--- src/sv/pmst_ram.sv ---
`timescale 1ns / 1ps
module pmst_ram #(
   parameter int WIDTH = 16,
   parameter int DEPTH = 256
) (
   input  logic                     clock,
   input  logic                     wr_en,
   input  logic [$clog2(DEPTH)-1:0] wr_addr,
   input  logic [WIDTH-1:0]         wr_data,
   input  logic                     rd_en,
   input  logic [$clog2(DEPTH)-1:0] rd_addr,
   output logic [WIDTH-1:0]         rd_data
);

   logic [WIDTH-1:0] mem_ff [DEPTH];
   logic [WIDTH-1:0] rd_data_ff;

   always_ff @(posedge clock) begin
      if (wr_en) begin
         mem_ff[wr_addr] <= wr_data;
      end
      if (rd_en) begin
         rd_data_ff <= mem_ff[rd_addr];
      end
   end

   assign rd_data = rd_data_ff;

endmodule

--- config.mk ---
export PLATFORM = sky130hd
export DESIGN_NAME = pmst_ram
export DESIGN_NICKNAME = d
export VERILOG_FILES = /design/src/sv/pmst_ram.sv
export SDC_FILE = /design/constraint.sdc
export NUM_CORES = 2
export LEC_CHECK = 0
export ABC_AREA = 1
export BUFFER_PORTS_ARGS = -buffer_cell sky130_fd_sc_hd__buf_2
export CELL_PAD_IN_SITES_DETAIL_PLACEMENT = 1
export CELL_PAD_IN_SITES_GLOBAL_PLACEMENT = 1
export CORE_MARGIN = 2
export CORE_UTILIZATION = 40
export CTS_CLUSTER_DIAMETER = 120
export DETAILED_ROUTE_END_ITERATION = 10
export PLACE_DENSITY_LB_ADDON = 0.12
export SYNTH_ARGS = -nofsm -noshare
export SYNTH_HDL_FRONTEND = slang
export SYNTH_SLANG_ARGS = --single-unit
--- constraint.sdc ---
create_clock -name clock -period 2.98 [get_ports clock]
set_clock_uncertainty 0.15 [all_clocks]
set_input_delay 0 -clock clock [delete_from_list [all_inputs] [get_ports clock]]
set_output_delay 0 -clock clock [all_outputs]
set_load 0.005 [all_outputs]
==> impl_metrics.env <==
export IMPL_clkTransAtPathRegs_ns=0.06
export IMPL_ys_top_cells_by_area="edfxtp_1 74%, nand3_1 12%, nand2_1 9.5%"
export IMPL_cts_made_buffers=447
export IMPL_syn_area_mm2=0.1659
export IMPL_num_rows=236
export IMPL_synth_edf_count=4112
export IMPL_synth_top_area_frac=0.7444
export IMPL_powerDensity_mw_per_mm2=662.3
export IMPL_p_comb_frac=0.070
export IMPL_yosysMostFrequentCell="nand2_1"
export IMPL_cp_cell_sequence="dlygate4sd3_1, buf_2, nor2_1, dlygate4sd3_1, inv_1, nor2_1, nand2_2, dlygate4sd3_1, nor2_2, dlygate4sd3_1, buf_4"
export IMPL_pre_cts_slack_ns=-0.3248
export IMPL_die_area_mm2=0.4198
export IMPL_grt_pass1_vias=116598
export IMPL_num_vias=114118
export IMPL_period_share=0.9661
export IMPL_core_mm2=0.4131
export IMPL_drt_iter0_drc=11434
export IMPL_switching_share=0.2338
export IMPL_setup_ws_ns=0.1010
export IMPL_max_slew_margin=0.2550
export IMPL_synthDistinctLibCells=14
export IMPL_detail_route_antenna_nets=0
export IMPL_cts_repair_resized=0
export IMPL_area_delta_synth_final_pct=17.29
export IMPL_cts_post_setup_buffers_inserted=0
export IMPL_first_pass_iters=7
export IMPL_slowest_stage="dlygate4sd3_1"
export IMPL_clockRootBuffer="clkbuf_16"
export IMPL_cts_tree="yes"
export IMPL_finalWirelength_um=588600
export IMPL_ys_seq_area_frac=0.7444
export IMPL_wl_met3_um=32630
export IMPL_path_common_cell="dlygate4sd3_1"
export IMPL_cp_arrival_ns=3.40
export IMPL_synth_ff_type="edfxtp_1"
export IMPL_routed_top_layer="met5"
export IMPL_finalHoldViolCount=0
export IMPL_port_buffers=50
export IMPL_fin_crit_ns=2.879
export IMPL_grt_setup_unrepaired="false"
export IMPL_insertion_delay_ns=1.01
export IMPL_synthTopCellsByCount="4,211 x nand2_1, 4,112 x edfxtp_1, 4,035 x nand3_1, 495 x buf_2, 283 x nor2_1"
export IMPL_clockPowerShare=0.434
export IMPL_clock_fmax_ghz=0.3473
export IMPL_die_w_um=647.9
export IMPL_synth_fp_nets=13652
export IMPL_hold_class="in2reg"
export IMPL_syn_area_per_cell_um2=12.18
export IMPL_grt_max_degree=103
export IMPL_crit_buf_inv=7
export IMPL_crit_type="in2reg"
export IMPL_synth_warning_count=0
export IMPL_p_sw_uw=30130
export IMPL_critPathRequiredTime_ns=3.50
export IMPL_cpLargestDelayFamily="buffers and inverters"
export IMPL_slew_viol_final=0
export IMPL_drcViolationCount=0
export IMPL_antenna_found_initial=28
export IMPL_worst_pin_slew_ns=1.113
export IMPL_ir_drop_v=0.0005369
export IMPL_cp_max_fo=16
export IMPL_multiInputGateArea_mm2=0.03730
export IMPL_maxCapViolCount=0
export IMPL_cts_buffer_depth=4
export IMPL_placedCellCount=19221
export IMPL_layout_drive_gt1_share=0.1240
export IMPL_via_per_inst=5.665
export IMPL_place_congestion=0.8498
export IMPL_p_seq_frac=0.495
export IMPL_seq_area_mm2=0.1235
export IMPL_cp_start_kind="input port"
export IMPL_status="complete, no violations"
export IMPL_crit_path_max_incr_delay_ns=0.65
export IMPL_dpl_hpwl_um=361400
export IMPL_nFillCells=42162
export IMPL_p_leak_uw=0.06871
export IMPL_ys_seq_elements=4112
export IMPL_start_util=0.4015
export IMPL_internal_power_uw=98730
export IMPL_m1WireLength_um=255900
export IMPL_yosys_area_top_type="edfxtp_1"
export IMPL_ios=51
export IMPL_wl_per_cell_um=29.22
export IMPL_async_reset_ff_frac=0
export IMPL_critPathCaptureType="flip-flop"
export IMPL_die_h_um=647.9
export IMPL_final_net_count=14305
export IMPL_globalRouteTotalUtil=0.2773
export IMPL_fin_util=0.4710
export IMPL_synthCells=13617
export IMPL_instances_no_fill=20145
export IMPL_hold_buffers=74
export IMPL_tns_ns=0
export IMPL_gr_total_overflow=0
export IMPL_setup_violations=0
export IMPL_met2_length_um=278300
export IMPL_p_total_uw=128900
export IMPL_clkSinkCount=4112
export IMPL_h_tree_depth=5
export IMPL_grt_pass1_wl_um=847400
-- sequential cells by signal, indices dropped and copies added, names as in the netlist --
name	count
mem_ff	4096
rd_data	16
-- path summary, 6_finish.rpt --
| path | startpoint | end | slack (ns) | depth (start not counted) |
|---|---|---|---|---|
| worst min register to register | mem_ff[202][14] | rd_data[14] | 0.95 | 10 |
| worst max-delay path | wr_addr[2] | mem_ff[128][3] | 0.10 | 11 |
| worst min-delay path | wr_data[4] | mem_ff[65][4] | 0.08 | 3 |
| worst max register to register | mem_ff[215][11] | rd_data[11] | 0.21 | 11 |
-- per-layer routing --
layer,GRT usage,vias up
met3,0.02829,825
met5,0,-
met4,0.09640,4
li1,-,50048
met2,0.4504,3669
met1,0.3895,59572
-- kinds of logic after synthesis --
kind of cell / Yosys count / share of synthesized area
simple gates: 8529 / 0.2235
flops: 4112 / 0.7444
buf+inv: 976 / 0.03210
-- power groups by stage --
stage | registers, uW | clock network (uW) | logic, uW
6_report | 63800 | 56000 | 9050
5_1_grt | 63800 | 58900 | 9610
4_1_cts | 63800 | 56800 | 9060
3_5_place_dp | 65100 | 0 | 8870
3_3_place_gp | 65100 | 0 | 8730
2_1_floorplan | 65000 | 0 | 3940
-- cell usage in the layout (no fill, tap or decap) --
cell type	netlist	layout
buf_12	1	257
buf_16	0	3
buf_2	495	28
buf_4	163	770
buf_6	53	1
buf_8	1	19
bufinv_16	0	52
clkbuf_1	154	81
clkbuf_16	0	458
clkinv_1	0	113
clkinv_16	0	1
clkinv_2	0	90
clkinv_4	0	3
clkinv_8	0	7
clkinvlp_4	0	17
diode_2	0	19
dlygate4sd3_1	0	63
edfxtp_1	4112	4112
inv_1	35	33
inv_16	0	4
inv_2	2	1
inv_6	0	8
inv_8	0	2
nand2_1	4211	4195
nand2_2	0	16
nand3_1	4035	4035
nor2_1	283	203
nor2_2	0	80
-- cell type report --
| class | instances | share of cell area |
|---|---|---|
| clock inverters | 292 | 0.01457 |
| flip-flops and latches | 4112 | 0.6347 |
| well taps | 5474 | 0.03520 |
| multi-input cells | 8529 | 0.1917 |
| diodes | 19 | 0.0002444 |
| inverters | 39 | 0.001023 |
| repair buffers | 1141 | 0.06207 |
| clock buffers | 539 | 0.06047 |
-- worst register-to-register path, delay by kind of cell, from the launching register on --
kind          cells  cell delay, ns
buf+inv           1            0.56
simple gates     10            1.47
flops             1            0.36
-- per-stage QoR --
step,hold slack (ns),area (um2)
detailed placement,0.2583,179000
finish,0.08183,194600
CTS,0.03477,194500
global placement,0.2540,179000
floorplan,-0.05113,165900
global route,0.06106,194500
(Power assumes the default switching activity.)
